File: src/sv/tsct_pkg.sv
// Shared widths, codes and constants of the throttle-scaled countdown timer.
`default_nettype none

package tsct_pkg;

  // Payload field widths
  localparam int NOW_W   = 32;
  localparam int THR_W   = 8;
  localparam int COUNT_W = 22;
  localparam int SEC_W   = 12;
  localparam int SND_W   = 2;

  // Stream and configuration port widths
  localparam int IN_TDATA_W  = 48;
  localparam int IN_TUSER_W  = 1;
  localparam int OUT_TDATA_W = 40;
  localparam int CFG_IDX_W   = 2;
  localparam int CFG_DATA_W  = 12;

  // Shared divider: dividend width, divisor width, step counter width
  localparam int DIV_W = 40;
  localparam int DVS_W = 10;
  localparam int DCNT_W = 5;
  localparam int PCT_W = 7;

  // Parameter defaults
  localparam int MS_PER_SECOND_DEF = 1000;
  localparam int MIN_STEP_MS_DEF   = 100;

  // Fixed constants of the algorithm
  localparam logic [PCT_W-1:0] PCT_FULL  = 7'd100;
  localparam logic [DVS_W-1:0] MINUTE    = 10'd60;
  localparam logic [SEC_W-1:0] BEEP_SECS = 12'd10;
  localparam logic [SEC_W-1:0] SEC_MAX   = 12'hFFF;

  // Configuration register indexes
  localparam logic [CFG_IDX_W-1:0] CFG_START_SECONDS = 2'd0;
  localparam logic [CFG_IDX_W-1:0] CFG_THROTTLE_DEP  = 2'd1;
  localparam logic [CFG_IDX_W-1:0] CFG_THROTTLE_MIN  = 2'd2;
  localparam logic [CFG_IDX_W-1:0] CFG_THROTTLE_MAX  = 2'd3;

  // Sound codes
  localparam logic [SND_W-1:0] SND_NONE   = 2'd0;
  localparam logic [SND_W-1:0] SND_ZERO   = 2'd1;
  localparam logic [SND_W-1:0] SND_SECOND = 2'd2;
  localparam logic [SND_W-1:0] SND_MINUTE = 2'd3;

  // Divider jobs
  typedef logic [2:0] div_op_t;
  localparam div_op_t OP_PCT  = 3'd0;
  localparam div_op_t OP_DYN  = 3'd1;
  localparam div_op_t OP_BACK = 3'd2;
  localparam div_op_t OP_SEC  = 3'd3;
  localparam div_op_t OP_MIN  = 3'd4;

endpackage

`default_nettype wire

File: src/sv/throttle_scaled_countdown_timer.sv
// Throttle-scaled countdown timer with a shared serial divider.
`default_nettype none

// A reset beat (tuser high) loads start_seconds * MS_PER_SECOND and stops the
// timer; an update beat carries the millisecond clock, throttle and switch.
// Every input beat yields one result beat. Divisions run on one shared
// restoring divider that retires two quotient bits per cycle; it runs up to
// five jobs per item: rate percent, elapsed scaling, anchor rescale, whole
// seconds and minute mark. in_tready is high only while the sequencer is
// idle; a finished result waits in the output register without blocking the
// next beat.
module throttle_scaled_countdown_timer
  import tsct_pkg::*;
#(
  parameter int MS_PER_SECOND = MS_PER_SECOND_DEF,
  parameter int MIN_STEP_MS   = MIN_STEP_MS_DEF
) (
  input  wire                     clk,
  input  wire                     rst_n,
  input  wire                     in_tvalid,
  output logic                    in_tready,
  // [31:0] now_ms, [39:32] throttle_pct, [40] switch_on, [47:41] zero
  input  wire  [IN_TDATA_W-1:0]   in_tdata,
  // [0] req_type
  input  wire  [IN_TUSER_W-1:0]   in_tuser,
  output logic                    out_tvalid,
  input  wire                     out_tready,
  // [21:0] remaining_ms, [33:22] remaining_sec, [35:34] sound, [36] updated,
  // [39:37] zero
  output logic [OUT_TDATA_W-1:0]  out_tdata,
  input  wire                     cfg_valid,
  output logic                    cfg_ready,
  input  wire  [CFG_IDX_W-1:0]    cfg_index,
  input  wire  [CFG_DATA_W-1:0]   cfg_data
);

  localparam logic [3:0] S_IDLE  = 4'd0;
  localparam logic [3:0] S_PCT   = 4'd1;
  localparam logic [3:0] S_DIV   = 4'd2;
  localparam logic [3:0] S_POST  = 4'd3;
  localparam logic [3:0] S_CHECK = 4'd4;
  localparam logic [3:0] S_MUL   = 4'd5;
  localparam logic [3:0] S_BACK  = 4'd6;
  localparam logic [3:0] S_SEC   = 4'd7;
  localparam logic [3:0] S_OUT   = 4'd8;

  localparam logic [DVS_W-1:0] MS_C   = DVS_W'(MS_PER_SECOND);
  localparam logic [NOW_W-1:0] STEP_C = NOW_W'(MIN_STEP_MS);

  // Configuration
  logic [SEC_W-1:0]        start_r;
  logic                    dep_r;
  logic signed [THR_W-1:0] tmin_r;
  logic signed [THR_W-1:0] tmax_r;

  // Captured item
  logic                    req_r, req_nxt;
  logic [NOW_W-1:0]        now_r, now_nxt;
  logic signed [THR_W-1:0] thr_r, thr_nxt;
  logic                    sw_r, sw_nxt;

  // Timer state and work registers
  logic [3:0]         state_r, state_nxt;
  div_op_t            op_r, op_nxt;
  logic [PCT_W-1:0]   pct_r, pct_nxt;
  logic [NOW_W-1:0]   diff_r, diff_nxt;
  logic [NOW_W-1:0]   dyn_r, dyn_nxt;
  logic [COUNT_W-1:0] count_r, count_nxt;
  logic [NOW_W-1:0]   anchor_r, anchor_nxt;
  logic               run_r, run_nxt;
  logic [SEC_W-1:0]   shown_r, shown_nxt;
  logic [SND_W-1:0]   sound_r, sound_nxt;
  logic               upd_r, upd_nxt;

  // Divider
  logic [DIV_W-1:0]   dq_r, dq_nxt;
  logic [DVS_W-1:0]   dr_r, dr_nxt;
  logic [DVS_W-1:0]   dd_r, dd_nxt;
  logic [DCNT_W-1:0]  dc_r, dc_nxt;
  logic [DVS_W:0]     t1, t2;
  logic [DIV_W-1:0]   q1, q2;

  // Output register
  logic                   out_valid_r, out_valid_nxt;
  logic [OUT_TDATA_W-1:0] out_data_r, out_data_nxt;

  // Combinational helpers
  logic signed [THR_W-1:0] thr_lo, thr_c;
  logic signed [THR_W:0]   den, num;
  logic [15:0]             num_x100;
  logic [SEC_W+DVS_W-1:0]  load_prod;
  logic [DIV_W-1:0]        mul_prod;
  logic [DIV_W-1:0]        back_num;
  logic [COUNT_W-1:0]      secs;
  logic [SEC_W-1:0]        secs_sat;

  assign cfg_ready  = 1'b1;
  assign in_tready  = (state_r == S_IDLE);
  assign out_tvalid = out_valid_r;
  assign out_tdata  = out_data_r;

  // Two restoring steps per cycle
  always_comb begin
    t1 = {dr_r, dq_r[DIV_W-1]};
    q1 = {dq_r[DIV_W-2:0], 1'b0};
    if (t1 >= {1'b0, dd_r}) begin
      t1 = t1 - {1'b0, dd_r};
      q1[0] = 1'b1;
    end
    t2 = {t1[DVS_W-1:0], q1[DIV_W-1]};
    q2 = {q1[DIV_W-2:0], 1'b0};
    if (t2 >= {1'b0, dd_r}) begin
      t2 = t2 - {1'b0, dd_r};
      q2[0] = 1'b1;
    end
  end

  always_comb begin
    thr_lo    = (thr_r < tmin_r) ? tmin_r : thr_r;
    thr_c     = (thr_lo > tmax_r) ? tmax_r : thr_lo;
    den       = {tmax_r[THR_W-1], tmax_r} - {tmin_r[THR_W-1], tmin_r};
    num       = {thr_c[THR_W-1], thr_c} - {tmin_r[THR_W-1], tmin_r};
    num_x100  = {2'b0, num[7:0], 6'b0} + {3'b0, num[7:0], 5'b0} +
                {6'b0, num[7:0], 2'b0};
    load_prod = {{DVS_W{1'b0}}, start_r} * {{SEC_W{1'b0}}, MS_C};
    mul_prod  = {{(DIV_W-NOW_W){1'b0}}, diff_r} * {{(DIV_W-PCT_W){1'b0}}, pct_r};
    back_num  = {{(DIV_W-NOW_W){1'b0}}, dyn_r} * {{(DIV_W-PCT_W){1'b0}}, PCT_FULL};
    secs      = dq_r[COUNT_W-1:0];
    secs_sat  = (secs > {{(COUNT_W-SEC_W){1'b0}}, SEC_MAX}) ? SEC_MAX : secs[SEC_W-1:0];
  end

  always_comb begin
    state_nxt     = state_r;
    op_nxt        = op_r;
    req_nxt       = req_r;
    now_nxt       = now_r;
    thr_nxt       = thr_r;
    sw_nxt        = sw_r;
    pct_nxt       = pct_r;
    diff_nxt      = diff_r;
    dyn_nxt       = dyn_r;
    count_nxt     = count_r;
    anchor_nxt    = anchor_r;
    run_nxt       = run_r;
    shown_nxt     = shown_r;
    sound_nxt     = sound_r;
    upd_nxt       = upd_r;
    dq_nxt        = dq_r;
    dr_nxt        = dr_r;
    dd_nxt        = dd_r;
    dc_nxt        = dc_r;
    out_valid_nxt = out_valid_r;
    out_data_nxt  = out_data_r;

    if (out_valid_r && out_tready) begin
      out_valid_nxt = 1'b0;
    end

    case (state_r)
      S_IDLE: begin
        if (in_tvalid) begin
          req_nxt   = in_tuser[0];
          now_nxt   = in_tdata[31:0];
          thr_nxt   = $signed(in_tdata[39:32]);
          sw_nxt    = in_tdata[40];
          sound_nxt = SND_NONE;
          upd_nxt   = 1'b0;
          state_nxt = S_PCT;
        end
      end

      S_PCT: begin
        if (req_r) begin
          count_nxt  = load_prod[COUNT_W-1:0];
          anchor_nxt = '0;
          run_nxt    = 1'b0;
          state_nxt  = S_OUT;
        end else if (!dep_r || den < 0) begin
          // dependence off, or crossed limits that clamp to the upper limit: full rate
          pct_nxt   = PCT_FULL;
          state_nxt = S_CHECK;
        end else if (den == 0) begin
          pct_nxt   = '0;
          state_nxt = S_CHECK;
        end else begin
          dq_nxt    = {num_x100, {(DIV_W-16){1'b0}}};
          dr_nxt    = '0;
          dd_nxt    = {{(DVS_W-8){1'b0}}, den[7:0]};
          dc_nxt    = DCNT_W'(8);
          op_nxt    = OP_PCT;
          state_nxt = S_DIV;
        end
      end

      S_DIV: begin
        dq_nxt = q2;
        dr_nxt = t2[DVS_W-1:0];
        dc_nxt = dc_r - DCNT_W'(1);
        if (dc_r == DCNT_W'(1)) begin
          state_nxt = S_POST;
        end
      end

      S_CHECK: begin
        if (sw_r && count_r != '0 && pct_r != '0) begin
          if (!run_r) begin
            anchor_nxt = now_r;
            run_nxt    = 1'b1;
            state_nxt  = S_OUT;
          end else if ((now_r - anchor_r) >= STEP_C) begin
            diff_nxt  = now_r - anchor_r;
            state_nxt = S_MUL;
          end else begin
            state_nxt = S_OUT;
          end
        end else begin
          run_nxt   = 1'b0;
          state_nxt = S_OUT;
        end
      end

      S_MUL: begin
        dq_nxt    = mul_prod;
        dr_nxt    = '0;
        dd_nxt    = {{(DVS_W-PCT_W){1'b0}}, PCT_FULL};
        dc_nxt    = DCNT_W'(DIV_W / 2);
        op_nxt    = OP_DYN;
        state_nxt = S_DIV;
      end

      S_BACK: begin
        dq_nxt    = back_num;
        dr_nxt    = '0;
        dd_nxt    = {{(DVS_W-PCT_W){1'b0}}, pct_r};
        dc_nxt    = DCNT_W'(DIV_W / 2);
        op_nxt    = OP_BACK;
        state_nxt = S_DIV;
      end

      S_SEC: begin
        dq_nxt    = {count_r, {(DIV_W-COUNT_W){1'b0}}};
        dr_nxt    = '0;
        dd_nxt    = MS_C;
        dc_nxt    = DCNT_W'(COUNT_W / 2);
        op_nxt    = OP_SEC;
        state_nxt = S_DIV;
      end

      S_POST: begin
        case (op_r)
          OP_PCT: begin
            pct_nxt   = dq_r[PCT_W-1:0];
            state_nxt = S_CHECK;
          end
          OP_DYN: begin
            dyn_nxt = dq_r[NOW_W-1:0];
            if (dq_r >= {{(DIV_W-COUNT_W){1'b0}}, count_r}) begin
              count_nxt = '0;
            end else begin
              count_nxt = count_r - dq_r[COUNT_W-1:0];
            end
            upd_nxt   = 1'b1;
            state_nxt = S_BACK;
          end
          OP_BACK: begin
            anchor_nxt = anchor_r + dq_r[NOW_W-1:0];
            state_nxt  = S_SEC;
          end
          OP_SEC: begin
            shown_nxt = secs_sat;
            state_nxt = S_OUT;
            if (count_r == '0) begin
              sound_nxt = SND_ZERO;
            end else if (shown_r != secs_sat) begin
              if (secs_sat < BEEP_SECS) begin
                sound_nxt = SND_SECOND;
              end else begin
                // minute mark: check (seconds + 1) mod 60 next
                state_nxt = S_DIV;
                dq_nxt    = {1'b0, {1'b0, secs_sat} + {{SEC_W{1'b0}}, 1'b1},
                             {(DIV_W-SEC_W-2){1'b0}}};
                dr_nxt    = '0;
                dd_nxt    = MINUTE;
                dc_nxt    = DCNT_W'((SEC_W + 2) / 2);
                op_nxt    = OP_MIN;
              end
            end
          end
          OP_MIN: begin
            if (dr_r == '0) begin
              sound_nxt = SND_MINUTE;
            end
            state_nxt = S_OUT;
          end
          default: begin
            state_nxt = S_OUT;
          end
        endcase
      end

      S_OUT: begin
        if (!out_valid_r || out_tready) begin
          out_valid_nxt = 1'b1;
          out_data_nxt  = {3'b0, upd_r, sound_r, shown_r, count_r};
          state_nxt     = S_IDLE;
        end
      end

      default: begin
        state_nxt = S_IDLE;
      end
    endcase
  end

  // Configuration writes
  always_ff @(posedge clk) begin
    if (!rst_n) begin
      start_r <= '0;
      dep_r   <= 1'b0;
      tmin_r  <= -8'sd100;
      tmax_r  <= 8'sd100;
    end else if (cfg_valid) begin
      case (cfg_index)
        CFG_START_SECONDS: start_r <= cfg_data[SEC_W-1:0];
        CFG_THROTTLE_DEP:  dep_r   <= cfg_data[0];
        CFG_THROTTLE_MIN:  tmin_r  <= $signed(cfg_data[THR_W-1:0]);
        CFG_THROTTLE_MAX:  tmax_r  <= $signed(cfg_data[THR_W-1:0]);
        default: begin
        end
      endcase
    end
  end

  always_ff @(posedge clk) begin
    if (!rst_n) begin
      state_r     <= S_IDLE;
      count_r     <= '0;
      anchor_r    <= '0;
      run_r       <= 1'b0;
      shown_r     <= '0;
      out_valid_r <= 1'b0;
    end else begin
      state_r     <= state_nxt;
      count_r     <= count_nxt;
      anchor_r    <= anchor_nxt;
      run_r       <= run_nxt;
      shown_r     <= shown_nxt;
      out_valid_r <= out_valid_nxt;
    end
  end

  always_ff @(posedge clk) begin
    op_r       <= op_nxt;
    req_r      <= req_nxt;
    now_r      <= now_nxt;
    thr_r      <= thr_nxt;
    sw_r       <= sw_nxt;
    pct_r      <= pct_nxt;
    diff_r     <= diff_nxt;
    dyn_r      <= dyn_nxt;
    sound_r    <= sound_nxt;
    upd_r      <= upd_nxt;
    dq_r       <= dq_nxt;
    dr_r       <= dr_nxt;
    dd_r       <= dd_nxt;
    dc_r       <= dc_nxt;
    out_data_r <= out_data_nxt;
  end

endmodule

`default_nettype wire
File: config.mk
export PLATFORM = sky130hd
export DESIGN_NAME = throttle_scaled_countdown_timer
export DESIGN_NICKNAME = d
export VERILOG_FILES = /design/src/sv/tsct_pkg.sv /design/src/sv/throttle_scaled_countdown_timer.sv
export SDC_FILE = /design/constraint.sdc
export NUM_CORES = 2
export LEC_CHECK = 0
export BUFFER_PORTS_ARGS = -buffer_cell sky130_fd_sc_hd__clkbuf_2
export CORE_MARGIN = 2
export CORE_UTILIZATION = 55
export DETAILED_ROUTE_END_ITERATION = 12
export PLACE_DENSITY = 0.72
export SETUP_SLACK_MARGIN = 0.02
export SYNTH_ARGS = -nofsm -noshare
export SYNTH_HDL_FRONTEND = slang
export SYNTH_SLANG_ARGS = --single-unit
File: constraint.sdc
create_clock -name clk -period 9.56 [get_ports clk]
set_input_delay 1.912 -clock clk [delete_from_list [all_inputs] [get_ports clk]]
set_output_delay 1.912 -clock clk [all_outputs]
set_load 0.03 [all_outputs]
# Yosys cells after proc, flatten, opt, wreduce, memory -nomap -nowiden
# Cells that the tools add are included.
# Widths: inputs -> output; s select.
[word_totals] input_bits=68 elab_cells=222 register_bits=322
[classes] n_reduce_logical=45 n_lt_le_gt_ge=9 multipliers=3 eq_ne=38 addsub=11 mux=91
[ops] op="$mux 40" count=7
[ops] op="$pmux 40 s6" count=1
[ops] op="$mux 10" count=16
[ops] op="$mux 32" count=4
[ops] op="$pmux 32 s3" count=1
[ops] op="$mux 22" count=3
[ops] op="$pmux 10 s5" count=1
[ops] op="$pmux 22 s2" count=1
[ops] op="$ge 40x22->1" count=1
[ops] op="$mux 4" count=10
[ops] op="$pmux 10 s4" count=1
[ops] op="$mul 32x7->39" count=1
[ops] op="$mul 32x5->37 const B" count=1
[ops] op="$mux 5" count=7
[ops] op="$add 32x32->32" count=1
[ops] op="$ge 32x7->1 const B" count=1
[ops] op="$logic_not 32->1" count=1
[ops] op="$reduce_and 8->1" count=4
[ops] op="$sub 32x32->32" count=1
[ops] op="$mux 7" count=4
[ops] op="$pmux 4 s7" count=1
[ops] op="$mux 3" count=9
[ops] op="$pmux 5 s5" count=1
[ops] op="$ne 2x2->1 const B" count=12
[ops] op="other kinds (61)" count=107

# Logic depth before layout (Yosys ltp)
[logic_depth] depth_word=11 ltp_mapped=44 ltp_nobuf=43

# Worst setup path after synthesis
# OpenSTA, ideal clock, no wires.
[synth_timing] path_type="register -> register" start="register tmin_r[1]" end="register dq_r[37], data pin" slack_ns=1.480 arrival_time_ns=7.822 synth_period_minus_slack_ns=8.080 path_stages_with_launch=41 required_ns=9.301 path_buffers=1 setup_ns=0.259 cell_sequence="dfxtp_1 > inv_1 > ha_1 > a21o_1 > a21o_1 > a21oi_1 > nor2b_1 > o21ai_0 > a211o_1 > mux2i_1 > mux2_2 > ha_1 > nor2b_1 > o21a_1 > o21a_1 > o21a_1 > o21ai_0 > nand2b_1 > [5 not listed] > fa_1 > nor2b_1 > o21ai_0 > nand2b_1 > a21o_1 > a21o_1 > xnor2_1 > inv_1 > fa_1 > ha_1 > a21oi_1 > o21bai_1 > a21oi_1 > o21bai_1 > a21oi_1 > xor2_1 > o221ai_1 > a211o_1"
[synth_via] elab_chain_cells=11
[synth_lines] element="from (decl)" line_no="throttle_scaled_countdown_timer.sv:53" text="logic signed [THR_W-1:0] tmin_r;"
[synth_lines] element="from (signal assigned)" line_no="throttle_scaled_countdown_timer.sv:320" text="tmin_r <= -8'sd100;"
[synth_lines] element="from (signal assigned)" line_no="throttle_scaled_countdown_timer.sv:326" text="CFG_THROTTLE_MIN: tmin_r <= $signed(cfg_data[THR_W-1:0]);"
[synth_lines] element="$lt 8x8->1" line_no="throttle_scaled_countdown_timer.sv:119" text="thr_lo = (thr_r < tmin_r) ? tmin_r : thr_r;"
[synth_lines] element="$mux 8" line_no="throttle_scaled_countdown_timer.sv:119"
[synth_lines] element="$gt 8x8->1" line_no="throttle_scaled_countdown_timer.sv:120" text="thr_c = (thr_lo > tmax_r) ? tmax_r : thr_lo;"
[synth_lines] element="$mux 8" line_no="throttle_scaled_countdown_timer.sv:120"
[synth_lines] element="$sub 8x8->8 *" line_no="throttle_scaled_countdown_timer.sv:122" text="num = {thr_c[THR_W-1], thr_c} - {tmin_r[THR_W-1], tmin_r};"
[synth_lines] element="$add 14x13->15" line_no="throttle_scaled_countdown_timer.sv:123" text="num_x100 = {2'b0, num[7:0], 6'b0} + {3'b0, num[7:0], 5'b0} +"
[synth_lines] element="$add 15x10->16 *" line_no="throttle_scaled_countdown_timer.sv:123"
[synth_lines] element="$mux 40 *" line_no="throttle_scaled_countdown_timer.sv:182" text="end else if (den == 0) begin"
[synth_lines] element="$mux 40 *" line_no="throttle_scaled_countdown_timer.sv:178" text="end else if (!dep_r || den < 0) begin"
[synth_lines] element="$mux 40 *" line_no="throttle_scaled_countdown_timer.sv:173" text="if (req_r) begin"
[synth_lines] element="$pmux 40 s6 *" line_no="throttle_scaled_countdown_timer.sv:159" text="case (state_r)"
[synth_lines] element="net dq_nxt[37]" line_no="throttle_scaled_countdown_timer.sv:76" text="logic [DIV_W-1:0] dq_r, dq_nxt;"
[synth_lines] element="to (signal assigned)" line_no="throttle_scaled_countdown_timer.sv:363" text="dq_r <= dq_nxt;"
[synth_lines] element="to (decl)" line_no="throttle_scaled_countdown_timer.sv:76"
# The timed path passes the listed nets; every way through them passes the cells marked *. The select of a mux whose other input is x is not followed.
# A chain may end at the register's enable or synchronous reset.

# Final worst setup path
# Ends and elaborated chain as after synthesis.

==> metrics.md <==
| Metric | Value |
|---|---|
| Status | `finished clean` |
| Crit Path Max Fanout | `10` |
| Commonest non-fill, non-tap cell in the layout | `inv_1` |
| Post-route minimum period | `8.62 ns` |
| Worst Hold End | `out_tdata[36]` |
| CP Launch Type | `register` |
| Final Hold Fails | `0` |
| Setup Skew | `0.0284 ns` |
| Synth async-reset ratio | `0%` |
| Synthesized instance count | `3538` |
| Slew headroom | `25.0%` |
| Sequential share of the synthesized area | `26.7%` |
| Multiplexer share of the synthesized area | `1.66%` |
| Number of global-route vias before repair | `26200` |
| Library cells used by synthesis | `83` |
| Initial Util | `55.8%` |
| Core area | `0.0579 mm^2` |
| CP max stage cell | `fa_1` |
| Adder-cell share of the synthesized area | `28.4%` |
| Post_cts resized | `0` |
| Clk slew on worst S/H paths | `0.07 ns` |
| Fillers | `5159` |
| R2r setup slk | `0.94 ns` |
| DRC viols | `0` |
| CTS tree | `done` |
| CTS Hold Bufs | `0` |
| Post-synth EDFFs | `220` |
| RD Place Congestion | `0.978` |
| H-tree levels | `2` |
| DRT Wirelength | `95800 um` |
| WL/cell | `21.8 um` |
| Die Y | `246 um` |
| Drt pass-1 iters | `6` |
| Slew Limit Fails | `0` |
| Nets | `4267` |
| TNS Setup | `0 ns` |
| Ports | `111` |
| First-pass GRT wire length | `149000 um` |
| Root Buffer | `clkbuf_16` |
| Die footprint | `0.0607 mm^2` |
| Worst hold path type | `register to register` |
| Final core occ | `60.5%` |
| TritonCTS Sinks | `321` |
| Final setup fails | `0` |
| Worst Min Path Start | `upd_r` |
| Number of CTS-inserted buffers | `40` |
| DP HPWL | `73100 um` |
| Worst path max stage delay | `0.49 ns` |
| FF-to-FF path depth | `40` |
| Max clock buf depth | `3` |
| Critical Path End Type | `register` |
| Total Routing Usage GR | `32.0%` |
| R2R Path End | `dq_r[37]` |
| Reg2reg start | `tmin_r[1]` |
| Crit share post-route | `90.2%` |
| Post-CTS Setup Bufs | `0` |
| Simple-Gate Fraction of Synth Area | `14.2%` |
| Max_cap viols | `0` |
| Fmax | `0.116 GHz` |
| Synthesized flop and latch total | `321` |
| Compound-Gate Fraction of Synth Area | `17.9%` |
| Critical path class | `register to register` |
| Largest net degree at the start of global routing | `67` |
| Port Buf Inserts | `99` |
| Layout area overhead | `8.48%` |
| Pwr Density | `205 mW/mm^2` |
| DRT antenna net count | `0` |
| Worst endpoint data arrival time | `8.97 ns` |
| WP data required | `9.91 ns` |
| Layout cells sized above 1 | `7.27%` |
| Most frequent cells in the layout | `454 x inv_1, 375 x ha_1, 358 x nand2_1` |
| Via Count | `27000` |
| Vias per cell | `6.14` |
| Worst Tran Pin Value | `1.13 ns` |
| Ys Warns | `0` |
| XOR/XNOR Fraction of Synth Area | `4.39%` |
| Antenna violations before repair | `6` |
| Pleak | `15.9 nW` |
| Initial DRC Count | `2805` |
| Primary FF master, synth | `edfxtp_1` |
| Hold depth | `0` |
| Clock latency on the worst-skew pair | `0.59 ns` |
| Synth Cell Area | `0.0323 mm^2` |
| CP startpoint | `tmin_r[1]` |
| Die width | `246 um` |
| VDD IR max | `0.152 mV` |
| GRT overflow | `0` |
| Largest family of logic cells by synthesized area | `adder cells` |
| Site Rows | `88` |
| RSZ-0062 raised after global routing | `false` |
| Mapped Avg Cell Area | `9.14 um^2` |
cell usage after synthesis, types with 9 or more instances:
master / instances / area [um^2]
a211o_1: 11 / 96.3
o21ai_0: 179 / 896
a221oi_1: 28 / 245
xor2_1: 67 / 587
inv_1: 454 / 1700
nor2_1: 194 / 728
dfxtp_1: 101 / 2020
clkbuf_1: 104 / 390
nor3_1: 53 / 265
a32oi_1: 13 / 114
edfxtp_1: 220 / 6610
nor2b_1: 42 / 263
a21boi_0: 13 / 97.6
nand3_1: 57 / 285
o31ai_1: 21 / 158
o21a_1: 35 / 263
a22oi_1: 35 / 263
o22ai_1: 9 / 56.3
ha_1: 375 / 4690
nor4_1: 26 / 163
a21o_1: 84 / 631
mux2_2: 21 / 236
or3_1: 17 / 106
nand3b_1: 11 / 82.6
xnor2_1: 95 / 832
nand2b_1: 36 / 225
a21oi_1: 206 / 1030
o221ai_1: 9 / 78.8
o211ai_1: 27 / 203
nor3b_1: 15 / 113
a31oi_1: 26 / 163
and3_1: 23 / 144
o21bai_1: 24 / 180
and4_1: 10 / 87.6
nand2_1: 358 / 1340
mux2i_1: 30 / 300
and2_1: 58 / 363
fa_1: 224 / 4480
a211oi_1: 50 / 375
nand4_1: 22 / 138
power by group:
part,switching (mW),internal [mW],total [mW],leakage (nW)
clock,0.665,0.991,1.66,0.680
sequential,0.202,1.73,1.93,2.87
combinational,2.17,1.44,3.61,12.3
worst max-delay path, delay by kind of cell (launching register included):
kind	cells	cell delay [ns]
AOI/OAI and AO/OA	21	3.55
adders and majority gates	6	2.04
muxes	3	0.95
and+or+nand+nor	5	0.57
buffers and inverters	3	0.47
DFF	1	0.45
xor gates and xnor gates	2	0.36
sequential cells by signal, summed over array words and instances (netlist names), 9 cells and up:
name,cells
out_tdata,37
now_r,32
count_r,22
dr_r,10
dd_r,9
anchor_r,32
start_r,12
dq_r,40
dyn_r,32
diff_r,32
shown_r,12
cell families (layout without fill, tap and decap cells):
family	after synthesis	after routing
adders and majority gates	599	599
and+or+nand+nor	956	956
AOI/OAI and AO/OA	872	872
xor gates and xnor gates	162	162
muxes	51	51
DFF	321	321
other	2	5
buffers and inverters	575	667
cell type report:
cell class              instances  area, um^2  area share (%)
diodes                          1        2.50         0.00714
clock buffers                  50        1100            3.14
clock inverters                24         314           0.896
inverters                     457        1720            4.89
multi-input cells            2644       21600            61.5
flip-flops and latches        321        8630            24.6
well taps                     765         957            2.73
repair buffers                136         773            2.21
worst max-delay path by stage:
stage | endpoint
final | dq_r[37]
after global routing | dq_r[37]
after CTS | dq_r[37]
after detailed placement | dq_r[37]
after global placement | dq_r[37]
after floorplan | dq_r[37]
stage by stage:
stage	setup slack (ns)	hold slack [ns]	cells	power [mW]	area, um^2
2_1_floorplan	1.48	0.400	3540	4.49	32300
3_3_place_gp	1.09	0.407	4323	5.43	33600
3_5_place_dp	0.980	0.431	4323	5.47	33600
4_1_cts	0.951	0.432	4397	7.14	35100
5_1_grt	0.234	0.434	4397	7.66	35100
6_report	0.939	0.441	4398	7.19	35100
per-layer routing:
metal	up-vias	wire length [um]	GRT usage, %
met5	-	42	0
met4	8	3450	10.9
met3	237	9020	6.94
met2	1177	42900	50.0
met1	13000	40300	44.0
li1	12600	-	-
(Power assumes the default switching activity.)
